### src/design/sdiv4_pkg.sv
// Shared types and constants for the four-mode signed divider.
package sdiv4_pkg;

    localparam int DATA_WIDTH = 32;

    // Rounding mode codes
    localparam logic [1:0] MODE_TRUNC = 2'd0;
    localparam logic [1:0] MODE_FLOOR = 2'd1;
    localparam logic [1:0] MODE_CEIL  = 2'd2;
    localparam logic [1:0] MODE_ROUND = 2'd3;

    typedef struct packed {
        logic [1:0]                   mode;
        logic signed [DATA_WIDTH-1:0] dividend;
        logic signed [DATA_WIDTH-1:0] divisor;
    } t_in_item;

    typedef struct packed {
        logic signed [DATA_WIDTH-1:0] quotient;
        logic signed [DATA_WIDTH-1:0] remainder;
        logic                         divide_by_zero;
        logic                         overflow;
    } t_out_item;

    // Per-item side information carried alongside the magnitudes
    typedef struct packed {
        logic [1:0] mode;
        logic       sx;
        logic       sy;
        logic       dz;
        logic       ovf;
    } t_side;

    // Data handed from cell to cell: partial remainder, dividend bits
    // shifting out at the top and quotient bits shifting in at the bottom
    typedef struct packed {
        logic [DATA_WIDTH-1:0] rem;
        logic [DATA_WIDTH-1:0] acc;
        logic [DATA_WIDTH-1:0] ay;
        t_side                 side;
    } t_stage;

    // After rounding, before the sign is put back
    typedef struct packed {
        logic [DATA_WIDTH-1:0] qm;
        logic [DATA_WIDTH-1:0] rm;
        logic                  qneg;
        t_side                 side;
    } t_rnd;

endpackage

### src/design/sdiv4_front.sv
// Input stage: magnitudes, signs and special-case flags.
module sdiv4_front (
    input  logic                  i_clk,
    input  logic                  i_rst_n,
    input  logic                  i_en,
    input  logic                  i_valid,
    input  sdiv4_pkg::t_in_item   i_item,
    output logic                  o_valid,
    output sdiv4_pkg::t_stage     o_data
);
    localparam int W = sdiv4_pkg::DATA_WIDTH;

    logic             r_valid;
    sdiv4_pkg::t_stage r_data;
    sdiv4_pkg::t_stage n_data;
    logic [W-1:0]     x_u;
    logic [W-1:0]     y_u;
    logic [W-1:0]     min_val;

    always_comb begin
        x_u     = $unsigned(i_item.dividend);
        y_u     = $unsigned(i_item.divisor);
        min_val = {1'b1, {(W-1){1'b0}}};
        n_data.rem       = '0;
        n_data.acc       = x_u[W-1] ? (~x_u + 1'b1) : x_u;
        n_data.ay        = y_u[W-1] ? (~y_u + 1'b1) : y_u;
        n_data.side.mode = i_item.mode;
        n_data.side.sx   = x_u[W-1];
        n_data.side.sy   = y_u[W-1];
        n_data.side.dz   = (y_u == '0);
        n_data.side.ovf  = (x_u == min_val) && (y_u == {W{1'b1}});
    end

    always_ff @(posedge i_clk) begin
        if (!i_rst_n) begin
            r_valid <= 1'b0;
        end else if (i_en) begin
            r_valid <= i_valid;
        end
    end

    always_ff @(posedge i_clk) begin
        if (i_en) begin
            r_data <= n_data;
        end
    end

    assign o_valid = r_valid;
    assign o_data  = r_data;

endmodule

### config.mk
export PLATFORM = sky130hd
export DESIGN_NAME = sdiv4_front
export DESIGN_NICKNAME = d
export VERILOG_FILES = /design/src/design/sdiv4_pkg.sv /design/src/design/sdiv4_front.sv
export SDC_FILE = /design/constraint.sdc
export NUM_CORES = 1
export LEC_CHECK = 0
export BUFFER_PORTS_ARGS = -buffer_cell sky130_fd_sc_hd__buf_2
export CAP_MARGIN = 15
export CORE_UTILIZATION = 35
export DETAILED_ROUTE_END_ITERATION = 8
export HOLD_SLACK_MARGIN = 0.1
export PLACE_DENSITY = 0.71
export SLEW_MARGIN = 10
export SYNTH_ARGS = -nofsm -noshare
export SYNTH_HDL_FRONTEND = slang
export SYNTH_SLANG_ARGS = --single-unit
### constraint.sdc
create_clock -name i_clk -period 1.71 [get_ports i_clk]
set_input_delay 0.0855 -clock i_clk [delete_from_list [all_inputs] [get_ports i_clk]]
set_output_delay 0.0855 -clock i_clk [all_outputs]
set_load 0.005 [all_outputs]
# Yosys cells after proc, flatten, opt, wreduce, memory -nomap -nowiden

Index checks and enable logic that the tools add are counted.

Register bits: 71
Latch bits: 0
RAM bits: 0
Memory bits (read-only): 0
Input bits: 70
Output and inout bits: 103
Logic and storage cells: 20
Memories kept: 0

$add $sub $neg: 2
Multiply operators: 0
Div/mod/pow operators: 0
Order comparisons: 0
Equality and inequality tests: 2
Shift-type cells: 0
Muxes and demuxes: 2
Bitwise logic cells: 2
Reduce and logical (&&, ||, !) cells: 2

Operator list:

| operator              | number |
|---|---|
| $add 32x1->32 const B | 2 |
| $eq 32x32->1 const B  | 2 |
| $not 32->32           | 2 |
| $mux 31               | 2 |
| $logic_not 32->1      | 1 |
| $logic_and 1x1->1     | 1 |

# Logic depth before layout (Yosys ltp)

Depth after elaboration: 3
Mapped depth: 6
Depth with buffers taken out: 6

# Worst setup path after synthesis

No wires, ideal clock.

Kind: input-to-reg
Start: input port i_item[47] (netlist bit)
End: register r_data (netlist bit o_data[66]), data pin
Library setup time: 258 ps
Data arrival time: 1567 ps
Data required time: 1452 ps
Setup slack: -116 ps
Stages: 5
Path buffers: 1
Path through: or4_4 or4_4 buf_6 o31ai_4 xnor2_1

RTL lines:

| element              | line              | RTL |
|---|---|---|
| from (decl)          | sdiv4_front.sv:7  | `input sdiv4_pkg::t_in_item i_item,` |
| to (signal assigned) | sdiv4_front.sv:44 | `r_data <= n_data;` |
| to (decl)            | sdiv4_front.sv:14 | `sdiv4_pkg::t_stage r_data;` |

==> results.sh <==
export IMPL_outcome="finished, final reports clean"
export IMPL_diodes=0
export IMPL_synth_seq_cells=71
export IMPL_portBuffers=140
export IMPL_clock_sinks=71
export IMPL_grt_max_degree=72
export IMPL_grt_pass1_vias=3273
export IMPL_synthCells=342
export IMPL_die_h_um=109.2
export IMPL_yosysSeqAreaShare_pct=52.80
export IMPL_yosysUniqueCellTypes=41
export IMPL_p_total_mw=4.773
export IMPL_required_ns=1.78
export IMPL_die_area_um2=11910
export IMPL_synth_area_leaders="edfxtp_1 (52%), xnor2_1 (11%), buf_4 (6.0%)"
export IMPL_report_final_slew_viol_count=0
export IMPL_fp_dieW_um=109.2
export IMPL_dp_hpwl_mm=7.699
export IMPL_synth_top_area_share_pct=52.30
export IMPL_post_route_period_util_pct=97.49
export IMPL_avgSynthCellArea_um2=11.75
export IMPL_placementRows=38
export IMPL_comb_power_share_pct=16.4
export IMPL_drt_initial_drc_count=267
export IMPL_crit_type="in -> reg"
export IMPL_synthTopCellsByCount="edfxtp_1 (70), xnor2_1 (50), buf_4 (32)"
export IMPL_grt_pass1_wl_mm=16.10
export IMPL_cts_htree_levels=3
export IMPL_fin_nets=616
export IMPL_antenna_found_initial=0
export IMPL_yosysMostFrequentCell="edfxtp_1"
export IMPL_place_congestion=0.8844
export IMPL_firstDrtPassIters=5
export IMPL_tns_ns=0
export IMPL_ioPinCount=173
export IMPL_yosys_area_top_type="edfxtp_1"
export IMPL_start_util_pct=36.43
export IMPL_switching_share_pct=24.11
export IMPL_skew_ns=0
export IMPL_via_per_inst=5.092
export IMPL_post_cts_setup_buffer_count=0
export IMPL_switchingPower_mw=1.151
export IMPL_period_minus_slack_ns=1.667
export IMPL_p_int_mw=3.622
export IMPL_finalHoldViolations=0
export IMPL_timing_fmax_mhz=599.9
export IMPL_yosys_warnings=0
export IMPL_peakVddDrop_uv=485.2
export IMPL_synth_edf_count=70
export IMPL_cellPowerDensity_nw_per_um2=855.6
export IMPL_power_leakage_nw=2.197
export IMPL_path_max_fanout=6
export IMPL_setup_violations_final=0
export IMPL_drc=0
export IMPL_drt_wl_total_mm=10.80
export IMPL_maxCapViolations=0
export IMPL_endpoint_kind="flop"
export IMPL_critPathLaunchType="input port"
export IMPL_path_clk_slew_ns=0.06
export IMPL_post_route_util_pct=50.57
export IMPL_grt_remaining_overflow=0
export IMPL_ant_nets=0
export IMPL_vias=3488
export IMPL_clockBufferDepth=2
export IMPL_seq_power_share_pct=45.5
export IMPL_wl_per_cell_um=15.77
export IMPL_clk_latency_ns=0.33
export IMPL_grt_total_usage_pct=17.79
export IMPL_cts_tree="built"
export IMPL_hp_class="in -> reg"
export IMPL_drive_gt1_share_pct=39.08
export IMPL_ys_flop_type="edfxtp_1"
export IMPL_cts_made_buffers=9
export IMPL_power_frac_clock_pct=38.1
export IMPL_synth_area_um2=4019
export IMPL_clk_root_buffer_cell="clkbuf_16"
export IMPL_core_um2=11030
export IMPL_critPathArrivalTime_ns=1.74
export IMPL_area_growth_pct=38.79
export IMPL_synthArstFlopShare_pct=0
worst max-delay path, cell delays in order:
cell and delay (ns):
dlygate4sd3_1 0.53, buf_2 0.16, inv_1 0.09, ha_2 0.21, and4b_2 0.34, a31oi_2 0.14
xor2_1 0.18
metrics by stage:
| step | area (um^2) | hold WS, ns | instances | worst slack, ns |
|---|---|---|---|---|
| 2_1_floorplan | 4153 | 0.1844 | 373 | -0.09110 |
| 3_3_place_gp | 5061 | 0.2679 | 650 | -0.1941 |
| 3_5_place_dp | 5061 | 0.2742 | 650 | -0.2156 |
| 4_1_cts | 5542 | 0.1003 | 685 | 0.01400 |
| 5_1_grt | 5578 | 0.1000 | 685 | -0.04778 |
| 6_report | 5578 | 0.1029 | 685 | 0.04300 |
routing by layer:
layer / share of wire [%] / vias up / track usage, %
li1: - / 1628 / -
met1: 41 / 1662 / 22.95
met2: 49 / 176 / 28.84
met3: 6.9 / 22 / 3.527
met4: 2.8 / 0 / 7.722
met5: 0 / - / 0
worst paths after layout:
check	start	end	slack, ns	depth (start not counted)
min reg2reg	o_valid$_SDFFE_PN0P_	o_valid$_SDFFE_PN0P_	1.06	3
max reg2reg	o_valid$_SDFFE_PN0P_	o_valid$_SDFFE_PN0P_	0.57	3
max	i_item[0]	o_data[34]$_DFFE_PP_	0.04	7
min	i_item[38]	o_data[44]$_DFFE_PP_	0.10	2
cell type report:
| type | count | area, um^2 |
|---|---|---|
| clock buffer | 11 | 232.7 |
| clock inverter | 4 | 47.55 |
| fill | 977 | 5453 |
| inverter | 5 | 18.77 |
| multi-input combinational | 255 | 1763 |
| sequential | 71 | 2122 |
| tap | 140 | 175.2 |
| timing repair buffer | 199 | 1219 |
cell usage in the layout, fill, tap and decap left out, drive strengths merged, types with 4 or more instances in the layout:
cell	netlist	final
a31oi	4	4
buf	34	179
clkbuf	8	11
conb	1	32
dlygate4sd3	0	20
edfxtp	70	70
ha	5	5
inv	4	4
nand2	21	21
nand2b	9	9
nand3	7	7
nand4	14	14
nand4b	4	4
nor2	9	9
nor3	9	9
nor4	15	15
o21ai	13	13
o31ai	18	18
o41ai	8	8
or2	5	5
or3	6	6
or4	6	6
xnor2	50	50
xor2	8	8
power by group through the flow:
stage / Clock, mW / Combinational [mW] / Sequential [mW]
6_report: 1.82 / 0.782 / 2.17
5_1_grt: 1.91 / 0.858 / 2.19
4_1_cts: 1.84 / 0.776 / 2.17
3_5_place_dp: 0 / 0.735 / 2.21
3_3_place_gp: 0 / 0.721 / 2.20
2_1_floorplan: 0 / 0.304 / 2.23
registers in the layout (all words and copies together), names as in the netlist:
name     count
o_data      70
o_valid      1
cell families after synthesis:
kind of cell / synth area share [%]
buf+inv: 7.565
simple gates: 16.56
fa+ha+maj: 1.557
xor+xnor: 12.64
other cells: 0.09331
flops: 52.80
compound gates: 8.530
mux: 0.2491
timing repair:
item,in CTS,in global routing
resized for setup,0,7
endpoints found under the setup margin,0,7
hold endpoints to repair,19,0
hold buffers,20,0
Note: power is estimated with default switching activity, not from simulation.
