==> src/design/sdiv4_pkg.sv <==
// Shared types and constants for the four-mode signed divider.
package sdiv4_pkg;

    localparam int DATA_WIDTH = 32;

    // Rounding mode codes
    localparam logic [1:0] MODE_TRUNC = 2'd0;
    localparam logic [1:0] MODE_FLOOR = 2'd1;
    localparam logic [1:0] MODE_CEIL  = 2'd2;
    localparam logic [1:0] MODE_ROUND = 2'd3;

    typedef struct packed {
        logic [1:0]                   mode;
        logic signed [DATA_WIDTH-1:0] dividend;
        logic signed [DATA_WIDTH-1:0] divisor;
    } t_in_item;

    typedef struct packed {
        logic signed [DATA_WIDTH-1:0] quotient;
        logic signed [DATA_WIDTH-1:0] remainder;
        logic                         divide_by_zero;
        logic                         overflow;
    } t_out_item;

    // Per-item side information carried alongside the magnitudes
    typedef struct packed {
        logic [1:0] mode;
        logic       sx;
        logic       sy;
        logic       dz;
        logic       ovf;
    } t_side;

    // Data handed from cell to cell: partial remainder, dividend bits
    // shifting out at the top and quotient bits shifting in at the bottom
    typedef struct packed {
        logic [DATA_WIDTH-1:0] rem;
        logic [DATA_WIDTH-1:0] acc;
        logic [DATA_WIDTH-1:0] ay;
        t_side                 side;
    } t_stage;

    // After rounding, before the sign is put back
    typedef struct packed {
        logic [DATA_WIDTH-1:0] qm;
        logic [DATA_WIDTH-1:0] rm;
        logic                  qneg;
        t_side                 side;
    } t_rnd;

endpackage

==> src/design/sdiv4_round.sv <==
// Rounding adjustment then sign restore, two register stages.
module sdiv4_round (
    input  logic                 i_clk,
    input  logic                 i_rst_n,
    input  logic                 i_en,
    input  logic                 i_valid,
    input  sdiv4_pkg::t_stage    i_data,
    output logic                 o_valid,
    output sdiv4_pkg::t_out_item o_item
);
    localparam int W = sdiv4_pkg::DATA_WIDTH;

    logic                 r_rvalid;
    sdiv4_pkg::t_rnd      r_rnd;
    sdiv4_pkg::t_rnd      n_rnd;
    logic                 r_ovalid;
    sdiv4_pkg::t_out_item r_item;
    sdiv4_pkg::t_out_item n_item;
    logic [W:0]           twice;
    logic                 diff_sign;
    logic                 inc;

    // Every adjustment grows the quotient magnitude by one and takes the
    // divisor magnitude off the remainder magnitude.
    always_comb begin
        twice     = {i_data.rem, 1'b0};
        diff_sign = i_data.side.sx ^ i_data.side.sy;
        inc       = 1'b0;
        if (i_data.rem != '0) begin
            unique case (i_data.side.mode)
                sdiv4_pkg::MODE_TRUNC: inc = 1'b0;
                sdiv4_pkg::MODE_FLOOR: inc = diff_sign;
                sdiv4_pkg::MODE_CEIL:  inc = ~diff_sign;
                sdiv4_pkg::MODE_ROUND: inc = (twice > {1'b0, i_data.ay}) ||
                                             ((twice == {1'b0, i_data.ay}) &&
                                              i_data.acc[0]);
                default:               inc = 1'b0;
            endcase
        end
        n_rnd.qm   = i_data.acc + {{(W-1){1'b0}}, inc};
        n_rnd.rm   = inc ? (i_data.rem - i_data.ay) : i_data.rem;
        n_rnd.qneg = diff_sign;
        n_rnd.side = i_data.side;
    end

    always_comb begin
        n_item.divide_by_zero = r_rnd.side.dz;
        n_item.overflow       = r_rnd.side.ovf;
        if (r_rnd.side.dz) begin
            n_item.quotient  = '0;
            n_item.remainder = '0;
        end else begin
            n_item.quotient  = $signed(r_rnd.qneg ? (~r_rnd.qm + 1'b1) : r_rnd.qm);
            n_item.remainder = $signed(r_rnd.side.sx ? (~r_rnd.rm + 1'b1) : r_rnd.rm);
        end
    end

    always_ff @(posedge i_clk) begin
        if (!i_rst_n) begin
            r_rvalid <= 1'b0;
            r_ovalid <= 1'b0;
        end else if (i_en) begin
            r_rvalid <= i_valid;
            r_ovalid <= r_rvalid;
        end
    end

    always_ff @(posedge i_clk) begin
        if (i_en) begin
            r_rnd  <= n_rnd;
            r_item <= n_item;
        end
    end

    assign o_valid = r_ovalid;
    assign o_item  = r_item;

endmodule

==> config.mk <==
export PLATFORM = sky130hd
export DESIGN_NAME = sdiv4_round
export DESIGN_NICKNAME = d
export VERILOG_FILES = /design/src/design/sdiv4_pkg.sv /design/src/design/sdiv4_round.sv
export SDC_FILE = /design/constraint.sdc
export NUM_CORES = 1
export LEC_CHECK = 0
export ABC_AREA = 1
export CORE_ASPECT_RATIO = 1.25
export CORE_UTILIZATION = 50
export CTS_CLUSTER_DIAMETER = 80
export DETAILED_ROUTE_END_ITERATION = 8
export DONT_BUFFER_PORTS = 1
export PLACE_DENSITY = 0.67
export SYNTH_ARGS = -nofsm -noshare
export SYNTH_HDL_FRONTEND = slang
export SYNTH_SLANG_ARGS = --single-unit
==> constraint.sdc <==
create_clock -name i_clk -period 9.38 [get_ports i_clk]
set_input_delay 2.345 -clock i_clk [delete_from_list [all_inputs] [get_ports i_clk]]
set_output_delay 2.345 -clock i_clk [all_outputs]
set_load 0.005 [all_outputs]
Word level (Yosys, flattened, before mapping)
Index checks and enable logic that the tools add are counted.

Register bits after elaboration: 136. Word-level logic and storage cells: 34.

Mux-type cells: 5. Equality and inequality tests: 4. $lt $le $gt $ge: 1. Bitwise operators: 4. Add/sub/neg operators: 4. Reduce and logical (&&, ||, !) cells: 4.

Operator list (count): $mux W32 (3); $add A32 B1 Y32 const B (2); $not A32 Y32 (2); $eq A33 B32 Y1 (1); $gt A33 B32 Y1 (1); $add A32 B1 Y32 (1); $reduce_bool A32 Y1 (1); $sub A32 B32 Y32 (1); $eq A2 B2 Y1 const B (2); $pmux W1 S4 (1); $eq A2 B1 Y1 const B (1); $logic_not A2 Y1 (1); $logic_and A1 B1 Y1 (1); $logic_or A1 B1 Y1 (1); $mux W1 (1); $not A1 Y1 (1); $xor A1 B1 Y1 (1).

Logic depth before layout (Yosys ltp)
Depth in word-level cells: 6. Gate-level depth with buffers: 28. Depth with buffers taken out: 27.

Worst setup path after synthesis
Ideal clock, no wire load.

Path kind: input to register. Start: input port i_data[37] (netlist name). End: register r_rnd[67] (netlist name) (data pin). Data arrival time: 4.934 ns. Slack: 4.188 ns. Required time: 9.122 ns. Stages on the path: 23. Path through: inv_1 > ha_1 > inv_1 > nor3_2 > nand2_1 > nor2_2 > nand3_1 > nand2_1 > inv_1 > nand2_2 > nand2_2 > buf_2 > inv_1 > ha_1 > ha_1 > nand3_2 > nor2_4 > nand3_4 > nor2_4 > nand2_4 > nor3_4 > nand3_1 > xnor2_1.

RTL lines: from (decl) (line sdiv4_round.sv:7) `input sdiv4_pkg::t_stage i_data,`; to (signal assigned) (line sdiv4_round.sv:70) `r_rnd <= n_rnd;`; to (decl) (line sdiv4_round.sv:14) `sdiv4_pkg::t_rnd r_rnd;`.

==> impl_metrics.yaml <==
timing:
  drv_slew: 0
  skew_ns: 0.00777
  final-setup-viol-count: 0
  period_needed_ns: 5.97
  rsz0062_at_grt: "false"
  finalSetupTns_ns: 0
  slew_headroom: 0.181
  finalHoldViolCount: 0
  layout_setup_ws_ns: 3.41
  fin_crit_sh: 0.637
  timing.fmax_ghz: 0.167
  worstMarginPinSlew_ns: 1.23
routing:
  num_vias: 9186
  ant_nets: 0
  drc: 0
  first_pass_iters: 7
  wire_per_inst_um: 15.4
  wl_um: 26900
  drtIter0Drc: 429
  vias_per_cell: 5.26
power_and_ir_drop:
  p_sw_frac: 0.287
  p_sw_mw: 0.531
  p_int_mw: 1.32
  pwr-share-seq: 0.427
  p_total_mw: 1.85
  powerDensity_nw_per_um2: 161
  combPwrFrac: 0.195
  pwr-share-clk: 0.378
  irDropWorstVdd_v: 0.000113
  p_leak_nw: 5.59
clock_tree:
  cts_made_buffers: 17
  cts_htree_levels: 4
  cts_hold_buf: 0
  cts_setup_buffers: 0
  cts_tree: "built"
  post_cts_resized: 0
  cts.sinks: 136
  root_buffer: "clkbuf_16"
  insertion_delay_ns: 0.41
  cts.reportedPaths.clkPinSlew_ns: 0.06
  cts_buffer_depth: 2
die:
  ioPinCount: 173
  dieArea_um2: 21800
  row_count: 59
  core-area_um2: 20800
  die_h_um: 165
  start_util: 0.509
  die_w_um: 132
worst_hold_path:
  worstHoldPathType: "flop to flop"
job:
  maxCapViolations: 0
setup_path:
  worst-setup-path-type: "input port to flop"
  critPathRequiredTime_ns: 9.54
  crit_slowest_cell: "nand2_2"
  crit_buf_inv: 4
  crit_family: "simple AND/OR/NAND/NOR gates"
  arrival_ns: 6.13
  cp-start-kind: "input port"
  crit_chain: "inv_1, ha_1, inv_1, nor3_2, nand2_1, nor2_2, nand3_1, nand2_1, inv_1, nand2_2, nand2_2, inv_1, ha_1, ha_1, nand3_2, nor2_4, nand3_4, nor2_4, nand2_4, nor2_4, nand2_2, nor3_2, xor2_1"
  end_kind: "flop"
  cpMostUsedCell: "inv_1"
  max_stage_delay_ns: 0.50
  crit_fanout: 33
cells_and_area:
  drive_gt1_frac: 0.0401
  syn_to_final_growth_pct: 8.50
  final_cell_mix: "414 x nand2_1, 245 x inv_1, 138 x nor2_1"
  fin_cells: 1747
  fillers: 2028
  n_antenna_cell: 0
  fin_util: 0.552
  layout_commonest_cell: "nand2_1"
  fin_nets: 1633
synth:
  synth_fp_nets: 1633
  synthFlopType: "edfxtp_1"
  synthesis.area_um2: 10600
  synth_area_per_cell_um2: 7.25
  synth_edf_count: 134
  synth-seq-area-share: 0.384
  synth.distinct_cells: 40
  synthCells: 1460
  yosys_warnings: 0
  ys_ff_latch: 136
  async_flop_share: 0
placement:
  dp_cells: 1715
  port_buffers: 0
  dpl.hpwl_um: 21800
  globalplace.congestion: 0.939
  place_ws_ns: 2.95
global_routing:
  antenna_found_initial: 0
  grt_pass1_wl_um: 43000
  grt_max_degree: 138
  grt_pass1_vias: 9010
  grt_overflow: 0
  gr-usage-all-layers: 0.255
run_status:
  outcome: "complete, no violations"
-- logic make-up after synthesis --
group,Yosys count,synth area share
compound gates,143,0.0702
flops,136,0.384
mux,1,0.000945
fa+ha+maj,67,0.0799
simple gates,795,0.329
xor+xnor,47,0.0389
buf+inv,271,0.0975
-- flip-flops by register name, indices dropped and copies added (netlist names) --
register and cells:
o_item 66, r_rnd 66, n_item 2, o_valid 1, r_rvalid 1
-- area by class of cell --
type	count	area (um^2)	area share
Multi-Input combinational cell	1053	5500	0.478
Timing Repair Buffer	4	30.0	0.00261
Clock inverter	15	200	0.0174
Clock buffer	17	425	0.0370
Tap cell	274	343	0.0298
Inverter	248	931	0.0810
Sequential cell	136	4060	0.354
-- synth_stat cells, drive strengths merged (4+ instances only) --
cell type | count | area share
buf | 14 | 0.0064
nor4 | 12 | 0.0071
xnor2 | 14 | 0.012
nand3 | 130 | 0.065
a31oi | 4 | 0.0024
a21oi | 85 | 0.040
xor2 | 33 | 0.027
nand4 | 25 | 0.015
ha | 66 | 0.078
inv | 245 | 0.087
nand2 | 418 | 0.15
nor2 | 145 | 0.055
edfxtp | 134 | 0.38
clkbuf | 9 | 0.0032
a21o | 4 | 0.0028
nor3 | 52 | 0.029
o21ai | 45 | 0.021
-- per-layer routing --
| layer | part of all wire | vias up | GRT usage |
|---|---|---|---|
| li1 | - | 4780 | - |
| met1 | 0.38 | 4086 | 0.261 |
| met2 | 0.53 | 259 | 0.495 |
| met3 | 0.052 | 61 | 0.0479 |
| met4 | 0.040 | 0 | 0.131 |
| met5 | 0 | - | 0 |
-- power groups by stage --
stage / Clock [mW] / Combinational (mW) / Sequential [mW]
3_3_place_gp: 0 / 0.353 / 0.800
5_1_grt: 0.731 / 0.418 / 0.796
3_5_place_dp: 0 / 0.358 / 0.802
2_1_floorplan: 0 / 0.283 / 0.788
6_report: 0.698 / 0.360 / 0.790
4_1_cts: 0.708 / 0.361 / 0.789
-- through the flow --
| step | instance area (um^2) | hold slack (ns) |
|---|---|---|
| finish | 11500 | 0.419 |
| global route | 11500 | 0.426 |
| CTS | 11500 | 0.415 |
| detailed placement | 10900 | 0.407 |
| global placement | 10900 | 0.401 |
| floorplan | 10600 | 0.400 |
-- path summary, 6_finish.rpt --
path              startpoint          to  slack [ns]  cells past startpoint
hold / removal     n_item[0]   o_item[0]        0.42                      0
setup / recovery  i_data[37]   r_rnd[69]        3.41                     23
setup reg to reg    r_rnd[6]  o_item[64]        7.15                      6
hold reg to reg    n_item[0]   o_item[0]        0.42                      0
No activity file was read; power rests on OpenSTA's default activity.
