==> config.mk <==
export PLATFORM = sky130hd
export DESIGN_NAME = sdiv4_cell
export DESIGN_NICKNAME = d
export VERILOG_FILES = /design/src/design/sdiv4_pkg.sv /design/src/design/sdiv4_cell.sv
export SDC_FILE = /design/constraint.sdc
export NUM_CORES = 1
export LEC_CHECK = 0
export ABC_AREA = 1
export BUFFER_PORTS_ARGS = -buffer_cell sky130_fd_sc_hd__buf_2
export CORE_ASPECT_RATIO = 0.7
export CORE_UTILIZATION = 55
export CTS_CLUSTER_SIZE = 28
export DETAILED_ROUTE_END_ITERATION = 12
export HOLD_SLACK_MARGIN = 0.05
export PLACE_DENSITY = 0.95
export SYNTH_ARGS = -nofsm -noshare
export SYNTH_HDL_FRONTEND = slang
export SYNTH_SLANG_ARGS = --single-unit
==> constraint.sdc <==
create_clock -name i_clk -period 7.5 [get_ports i_clk]
set_clock_uncertainty 0.2 [all_clocks]
set_input_delay 1.5 -clock i_clk [delete_from_list [all_inputs] [get_ports i_clk]]
set_output_delay 1.5 -clock i_clk [all_outputs]
set_load 0.02 [all_outputs]
==> src/design/sdiv4_pkg.sv <==
// Shared types and constants for the four-mode signed divider.
package sdiv4_pkg;

    localparam int DATA_WIDTH = 32;

    // Rounding mode codes
    localparam logic [1:0] MODE_TRUNC = 2'd0;
    localparam logic [1:0] MODE_FLOOR = 2'd1;
    localparam logic [1:0] MODE_CEIL  = 2'd2;
    localparam logic [1:0] MODE_ROUND = 2'd3;

    typedef struct packed {
        logic [1:0]                   mode;
        logic signed [DATA_WIDTH-1:0] dividend;
        logic signed [DATA_WIDTH-1:0] divisor;
    } t_in_item;

    typedef struct packed {
        logic signed [DATA_WIDTH-1:0] quotient;
        logic signed [DATA_WIDTH-1:0] remainder;
        logic                         divide_by_zero;
        logic                         overflow;
    } t_out_item;

    // Per-item side information carried alongside the magnitudes
    typedef struct packed {
        logic [1:0] mode;
        logic       sx;
        logic       sy;
        logic       dz;
        logic       ovf;
    } t_side;

    // Data handed from cell to cell: partial remainder, dividend bits
    // shifting out at the top and quotient bits shifting in at the bottom
    typedef struct packed {
        logic [DATA_WIDTH-1:0] rem;
        logic [DATA_WIDTH-1:0] acc;
        logic [DATA_WIDTH-1:0] ay;
        t_side                 side;
    } t_stage;

    // After rounding, before the sign is put back
    typedef struct packed {
        logic [DATA_WIDTH-1:0] qm;
        logic [DATA_WIDTH-1:0] rm;
        logic                  qneg;
        t_side                 side;
    } t_rnd;

endpackage

==> src/design/sdiv4_cell.sv <==
// One restoring division step: yields one quotient bit.
module sdiv4_cell (
    input  logic              i_clk,
    input  logic              i_rst_n,
    input  logic              i_en,
    input  logic              i_valid,
    input  sdiv4_pkg::t_stage i_data,
    output logic              o_valid,
    output sdiv4_pkg::t_stage o_data
);
    localparam int W = sdiv4_pkg::DATA_WIDTH;

    logic              r_valid;
    sdiv4_pkg::t_stage r_data;
    sdiv4_pkg::t_stage n_data;
    logic [W-1:0]      shifted;
    logic [W:0]        diff;
    logic              ge;

    // For a nonzero divisor the partial remainder stays below the divisor magnitude, so its top bit
    // is always clear and the shift fits in W bits.
    always_comb begin
        shifted     = {i_data.rem[W-2:0], i_data.acc[W-1]};
        diff        = {1'b0, shifted} - {1'b0, i_data.ay};
        ge          = ~diff[W];
        n_data      = i_data;
        n_data.rem  = ge ? diff[W-1:0] : shifted;
        n_data.acc  = {i_data.acc[W-2:0], ge};
    end

    always_ff @(posedge i_clk) begin
        if (!i_rst_n) begin
            r_valid <= 1'b0;
        end else if (i_en) begin
            r_valid <= i_valid;
        end
    end

    always_ff @(posedge i_clk) begin
        if (i_en) begin
            r_data <= n_data;
        end
    end

    assign o_valid = r_valid;
    assign o_data  = r_data;

endmodule

; After elaboration in Yosys (flattened, before gate mapping)
; Cells that the tools add are included.
[totals]
regBits = 103
wordCells = 12
out_inout_bits = 103
[op_classes]
bitwise = 1
n_addsub = 1
n_mux = 1
[ops]
columns = op, count
row1 = $sub 32x32->33, 1
row2 = $mux 32, 1
row3 = $not 1->1, 1

; Logic depth before layout (Yosys ltp)
; Gate-level depths: netlist of run 1.
[logic_depth]
ltp_word = 2
mapped_depth = 16
ltp_nobuf = 15

; Worst setup path before layout of run 1
; No wires, ideal clock.
[synth_path]
path_type = input to register
startpoint = input i_data[69] in the netlist's numbering
endpoint = register r_data, in the netlist o_data[76] (data pin)
n_path_buf = 1
t_arrival_ns = 3.090
slack_ns = 3.960
setup_ns = 0.251
path_stages = 16
cell_sequence = inv_1 -> ha_1 -> fa_1 -> inv_1 -> nand3_1 -> nand3_2 -> nand2_1 -> nand2_4 -> nand2_2 -> nand2_4 -> nand2_4 -> nand2_8 -> inv_6 -> buf_12 -> nand2_4 -> nand2_2
[synth_rtl]
columns = element, line_no
row1 = "start, declared", sdiv4_cell.sv:7  ; input sdiv4_pkg::t_stage i_data,
row2 = "end signal, assigned", sdiv4_cell.sv:41  ; r_data <= n_data;
row3 = "end, declared", sdiv4_cell.sv:14  ; sdiv4_pkg::t_stage r_data;

==> results of run 1 <==
[worst paths after layout]
| kind | from | to |
|---|---|---|
| max | i_data[6] | o_data[95] |
| max reg2reg | o_valid | o_valid |
| min | o_valid | o_valid |
| min reg2reg | o_valid | o_valid |
[placed cells by master (no fill, tap or decap), drive strengths merged]
| cell | Yosys | layout |
|---|---|---|
| nand2 | 308 | 308 |
| buf | 6 | 208 |
| inv | 158 | 160 |
| edfxtp | 102 | 102 |
| nor2 | 45 | 45 |
| nand3 | 39 | 39 |
| ha | 32 | 32 |
| a21oi | 19 | 19 |
| xor2 | 13 | 13 |
| clkbuf | 0 | 9 |
| o21bai | 5 | 5 |
| nor3 | 4 | 4 |
| nand4 | 4 | 4 |
| nand3b | 4 | 4 |
| o21ai | 4 | 4 |
| clkinv | 0 | 3 |
| xnor2 | 2 | 2 |
| or2 | 1 | 1 |
| and2 | 1 | 1 |
| fa | 1 | 1 |
| clkinvlp | 0 | 1 |
| dfxtp | 1 | 1 |
[flip-flops by register name, summed over array words and instances (netlist names)]
| name | count |
|---|---|
| o_data | 102 |
| o_valid | 1 |
[cells by family after synthesis]
logic type | Yosys count | share of synthesized area, %
fa+ha+maj | 33 | 6.66
xor+xnor | 15 | 2.08
simple gates | 406 | 28.9
flops | 103 | 48.9
buf+inv | 164 | 10.7
compound gates | 28 | 2.72
[where the power goes]
part	switching, mW	internal (mW)
logic	0.295	0.144
clock network	0.215	0.229
registers	0.0137	0.702
total	0.524	1.07
[per-stage QoR]
| stage | worst slack, ns | power, mW | instances | instance area (µm²) | utilization (%) |
|---|---|---|---|---|---|
| 2_1_floorplan | 3.96 | 1.02 | 749 | 6310 | - |
| 5_1_grt | 3.58 | 1.68 | 1119 | 7750 | 69.9 |
| 3_3_place_gp | 3.45 | 1.15 | 1104 | 7470 | 67.3 |
| 3_5_place_dp | 3.37 | 1.16 | 1104 | 7470 | 67.3 |
| 4_1_cts | 3.73 | 1.61 | 1119 | 7750 | 69.9 |
| 6_report | 3.71 | 1.60 | 1119 | 7750 | 69.9 |
[final cells by class]
| type | count | area share [%] |
|---|---|---|
| Timing Repair Buffer | 208 | 13.5 |
| Tap cell | 153 | 2.47 |
| Clock inverter | 6 | 0.694 |
| Clock buffer | 9 | 2.91 |
| Sequential cell | 103 | 39.8 |
| Inverter | 158 | 7.72 |
| Multi-Input combinational cell | 482 | 32.9 |
[worst min-delay path: cells and delay by family (launching register included)]
kind	cells	cell delay, ns
compound gates	2	0.19
flops	1	0.31
[routing by layer]
layer	routed length (µm)	GRT usage, %	share of wire [%]	up-vias
li1	-	-	-	2752
met1	6910	36.5	44	2359
met2	6970	43.5	45	240
met3	1590	7.06	10	12
met4	139	5.81	0.89	0
met5	0	0	0	-
==> results.ini, run 1 <==
[yosys]
ys_top_cells_by_area = edfxtp_1 (49%), nand2_1 (16%), inv_1 (8.9%), ha_1 (6.3%), nand3_1 (3.0%)
synth_fp_nets = 888
synth_top_area_share_pct = 48.5
synthCells = 749
synth_cell_type_count = 32
syn_area_um2 = 6310
yosys.area.top_type = edfxtp_1
yosys-top-cells-count = nand2_1 (266), inv_1 (149), edfxtp_1 (102)
syn_avg_cell_area_um2 = 8.43
ys_ff_latch = 103
synth_edf_count = 102
yosysWarnings = 0
synthArstFlopShare_pct = 0
yosysMostFrequentCell = nand2_1
synthFlopType = edfxtp_1
ys_seq_area_share_pct = 48.9

[place]
dp_hpwl_um = 12400
portBuffers = 207
place_congestion = 0.921

[route]
avgRoutedWirePerCell_um = 14.0
drtPass1Iterations = 5
antenna_left = 0
routed_wl_um = 15600
dr.first_iter.drc_count = 306
via_per_inst = 4.79
drc_errors = 0
route.vias.total = 5363

[cells_and_area]
regArea_um2 = 3080
antenna_cells = 0
area_growth_pct = 22.8
drive_gt1_share_pct = 29.7
fin_nets = 1101
fill_cells = 922
multi_input_area_um2 = 2550

[die]
die_area_um2 = 11900
row_count = 32
core_um2 = 11100
ios = 209
start_util_pct = 56.9
die_h_um = 91.6
die_x_um = 130

[sta]
drv_slew = 0
hold_violations = 0
fin_tns_setup_ns = 0
worst_pin_slew_ns = 0.708
slew_headroom_pct = 52.8
rsz0062_at_grt = false
setup_violations = 0
period_share_pct = 50.5
period_minus_slack_ns = 3.79
fmax_ghz = 0.264
holdWs_ns = 0.340

[grt]
grt-ovfl-total = 0
grt_pass1_vias = 5082
grt_first_pass_wirelength_um = 24400
grtUsageTotal_pct = 27.0
antenna_found_initial = 0
grt_max_degree = 58

[cts]
ctsHtreeMaxLevel = 3
cts.sinks = 103
root_buffer = clkbuf_16
tritoncts = yes
cts_inserted_buffers = 9
cts.clk_slew.worst_paths_ns = 0.07
postCtsSetupRepairBufs = 0
clock_latency_ns = 0.34
cts_hold_buf = 0
clockBufferDepth = 2
ctsResizeCount = 0

[power]
p_leak_nw = 4.19
ir_worst_vdd_uv = 154
power_density_nw_per_um2 = 206

[setup_path]
cp_slowest_cell = fa_1
start_kind = primary input
cp_cell_sequence = buf_2, ha_1, fa_1, inv_1, nand3_1, nand3_2, nand2_1, nand2_4, nand2_2, nand2_4, nand2_4, nand2_8, inv_6, nand2_1, nand2_1
worst-r2r-cell-count = 2
cp.arrival_ns = 3.69
crit_fanout = 36
end_kind = register
worst_path_dominant_cell_family = simple AND/OR/NAND/NOR gates
worstSetupPathType = primary input to register
cpPeakStageDelay_ns = 0.42
required_ns = 7.40
crit_cells = 15
path_buf_inv = 3
reg2reg_slack_ns = 6.66

[job]
drv_cap = 0

[outcome]
status = finished, final reports clean

[hold_path]
min_path_cells = 2
hp-class = register to register

Note: power is estimated with default switching activity, not from simulation.
==> run 2, diff against run 1 <==
--- a/config.mk
+++ b/config.mk
@@ -8,11 +8,11 @@
 export ABC_AREA = 1
 export BUFFER_PORTS_ARGS = -buffer_cell sky130_fd_sc_hd__buf_2
 export CORE_ASPECT_RATIO = 0.7
-export CORE_UTILIZATION = 55
+export CORE_UTILIZATION = 47
 export CTS_CLUSTER_SIZE = 28
 export DETAILED_ROUTE_END_ITERATION = 12
 export HOLD_SLACK_MARGIN = 0.05
-export PLACE_DENSITY = 0.95
+export PLACE_DENSITY = 0.87
 export SYNTH_ARGS = -nofsm -noshare
 export SYNTH_HDL_FRONTEND = slang
 export SYNTH_SLANG_ARGS = --single-unit
==> constraint.sdc (replaced) <==
create_clock -name i_clk -period 3.4 [get_ports i_clk]
set_clock_uncertainty 0.2 [all_clocks]
set_input_delay 0.68 -clock i_clk [delete_from_list [all_inputs] [get_ports i_clk]]
set_output_delay 0.68 -clock i_clk [all_outputs]
set_load 0.02 [all_outputs]
==> results.ini, run 2 (synthesis gave the netlist of run 1 again) <==
[outcome]
status = finished, final reports clean

[grt]
grt_max_degree = 49  ; -16%
grt_first_pass_wirelength_um = 24200  ; -0.96%
grtUsageTotal_pct = 22.6  ; -4.4 points
grt_pass1_vias = 4962  ; -2.4%
antenna_found_initial = 0  ; unchanged
grt-ovfl-total = 0  ; unchanged

[cts]
postCtsSetupRepairBufs = 0  ; unchanged
root_buffer = clkbuf_16
ctsHtreeMaxLevel = 3  ; unchanged
cts.clk_slew.worst_paths_ns = 0.08  ; about the same
cts.sinks = 103  ; unchanged
tritoncts = yes
clock_latency_ns = 0.35  ; about the same
clockBufferDepth = 2  ; unchanged
cts_hold_buf = 0  ; unchanged
ctsResizeCount = 0  ; unchanged
cts_inserted_buffers = 9  ; unchanged

[sta]
worst_pin_slew_ns = 0.422  ; -0.286 ns
setup_violations = 0  ; unchanged
period_minus_slack_ns = 2.76
period_share_pct = 81.2
fmax_ghz = 0.362
holdWs_ns = 0.297  ; -0.0431 ns
drv_slew = 0  ; unchanged
fin_tns_setup_ns = 0  ; unchanged
hold_violations = 0  ; unchanged
rsz0062_at_grt = false
slew_headroom_pct = 71.8  ; +19 points

[setup_path]
reg2reg_slack_ns = 2.56  ; -4.10 ns
start_kind = primary input
cp.arrival_ns = 2.66  ; -1.03 ns
cpPeakStageDelay_ns = 0.41  ; about the same
cp_cell_sequence = buf_2, ha_1, fa_1, inv_1, nand3_1, nand3_2, nand2_1, nand2_4, nand2_2, nand2_4, nand2_4, nand2_8, inv_6, nand2_2, nand2_1
path_common_cell = nand2_4
crit_path_end = o_data[93]
cp_slowest_cell = fa_1
required_ns = 3.30  ; -4.10 ns
crit_start = i_data[6]
worstSetupPathType = primary input to register
end_kind = register
crit_fanout = 30  ; -17%
reg2reg_to = o_valid
r2r_start = o_valid
worst-r2r-cell-count = 2  ; unchanged

[power]
p_sw_share_pct = 32.9  ; +0.083 points
pwr-share-seq_pct = 44.3  ; -0.4 points
ir_worst_vdd_uv = 228  ; +48%
power_density_nw_per_um2 = 455  ; +120%
p_leak_nw = 4.22  ; +0.68%
intPower_mw = 2.39  ; +120%
clkPwrFrac_pct = 28.4  ; +0.6 points
switchingPower_mw = 1.17  ; +120%
power_frac_comb_pct = 27.3  ; -0.2 points

[die]
row_count = 35  ; +9.4%
die_x_um = 141  ; +8.1%
die_area_um2 = 13900  ; +17%
core_um2 = 13100  ; +18%
ios = 209  ; unchanged
start_util_pct = 48.0  ; -8.9 points
die_h_um = 99.0  ; +8.0%

[route]
drtPass1Iterations = 5  ; unchanged
antenna_left = 0  ; unchanged
via_per_inst = 4.67  ; -2.5%
avgRoutedWirePerCell_um = 13.4  ; -4.3%
dr.first_iter.drc_count = 320  ; +4.6%
drc_errors = 0  ; unchanged
routed_wl_um = 15200  ; -2.9%
route.vias.total = 5306  ; -1.1%

[cells_and_area]
drive_gt1_share_pct = 29.9  ; +0.19 points
regArea_um2 = 3080  ; unchanged
fill_cells = 1198  ; +30%
final_cell_mix = nand2_1 (266), buf_2 (206), inv_1 (149)
area_growth_pct = 23.9
largest_reg_flops = 102  ; unchanged
antenna_cells = 0  ; unchanged
fin_nets = 1104  ; +0.27%
final_area_um2 = 7820  ; +0.89%
multi_input_area_um2 = 2550  ; unchanged
layout_commonest_cell = nand2_1

[hold_path]
hp-class = primary input to register
min_path_cells = 1  ; -1

[place]
dp_hpwl_um = 12200  ; -1.0%
portBuffers = 207  ; unchanged
place_congestion = 0.871  ; -5.4%
postPlaceCellArea_um2 = 7520  ; +0.69%

[job]
drv_cap = 0  ; unchanged

==> run 2: cell count changes in the layout (fill, tap and decap cells not counted), sizes merged <==
cell,change
buf,+3
inv,-1
clkinvlp,-1
clkinv,+3
==> run 2: worst max-delay path, delay by kind of cell <==
kind | cells | cell delay (ns)
buf+inv | 3 | 0.38
simple gates | 10 | 0.92
fa+ha+maj | 2 | 0.64
==> run 2: cell type report <==
cell class,count,area share (%)
multi-input combinational,482,32.6
timing repair buffer,211,13.8
inverter,158,7.65
sequential,103,39.4
tap,166,2.66
clock buffer,9,2.88
clock inverter,7,0.912
==> run 2: power by group through the flow <==
stage / clock network (mW) / registers (mW) / logic [mW]
CTS: 1.04 / 1.58 / 0.972
floorplan: 0 / 1.78 / 0.481
global route: 1.08 / 1.59 / 1.07
finish: 1.01 / 1.58 / 0.969
global placement: 0 / 1.60 / 0.953
detailed placement: 0 / 1.60 / 0.968
==> run 2: routing by layer <==
| metal | vias to the layer above | share of wire, % | GRT usage [%] |
|---|---|---|---|
| met1 | 2357 | 50 | 32.3 |
| li1 | 2768 | - | - |
| met5 | - | 0 | 0 |
| met2 | 166 | 42 | 35.3 |
| met3 | 15 | 6.7 | 4.81 |
| met4 | 0 | 0.98 | 5.10 |
==> run 2: per-stage QoR <==
stage | util, % | setup WS (ns) | power, mW | cells
global route | 59.5 | 0.497 | 3.74 | 1136
detailed placement | 57.2 | 0.279 | 2.57 | 1120
floorplan | - | 0.680 | 2.26 | 749
CTS | 59.5 | 0.650 | 3.59 | 1136
finish | 59.5 | 0.640 | 3.55 | 1136
global placement | 57.2 | 0.321 | 2.55 | 1120
==> run 2: worst min-delay path by stage <==
| stage | startpoint | slack, ns | end |
|---|---|---|---|
| floorplan | o_valid | 0.41 | o_valid |
| global placement | o_valid | 0.32 | o_valid |
| detailed placement | o_valid | 0.34 | o_valid |
| CTS | i_data[38] | 0.29 | o_data[39] |
| global route | i_data[38] | 0.29 | o_data[39] |
| finish | i_data[38] | 0.30 | o_data[39] |
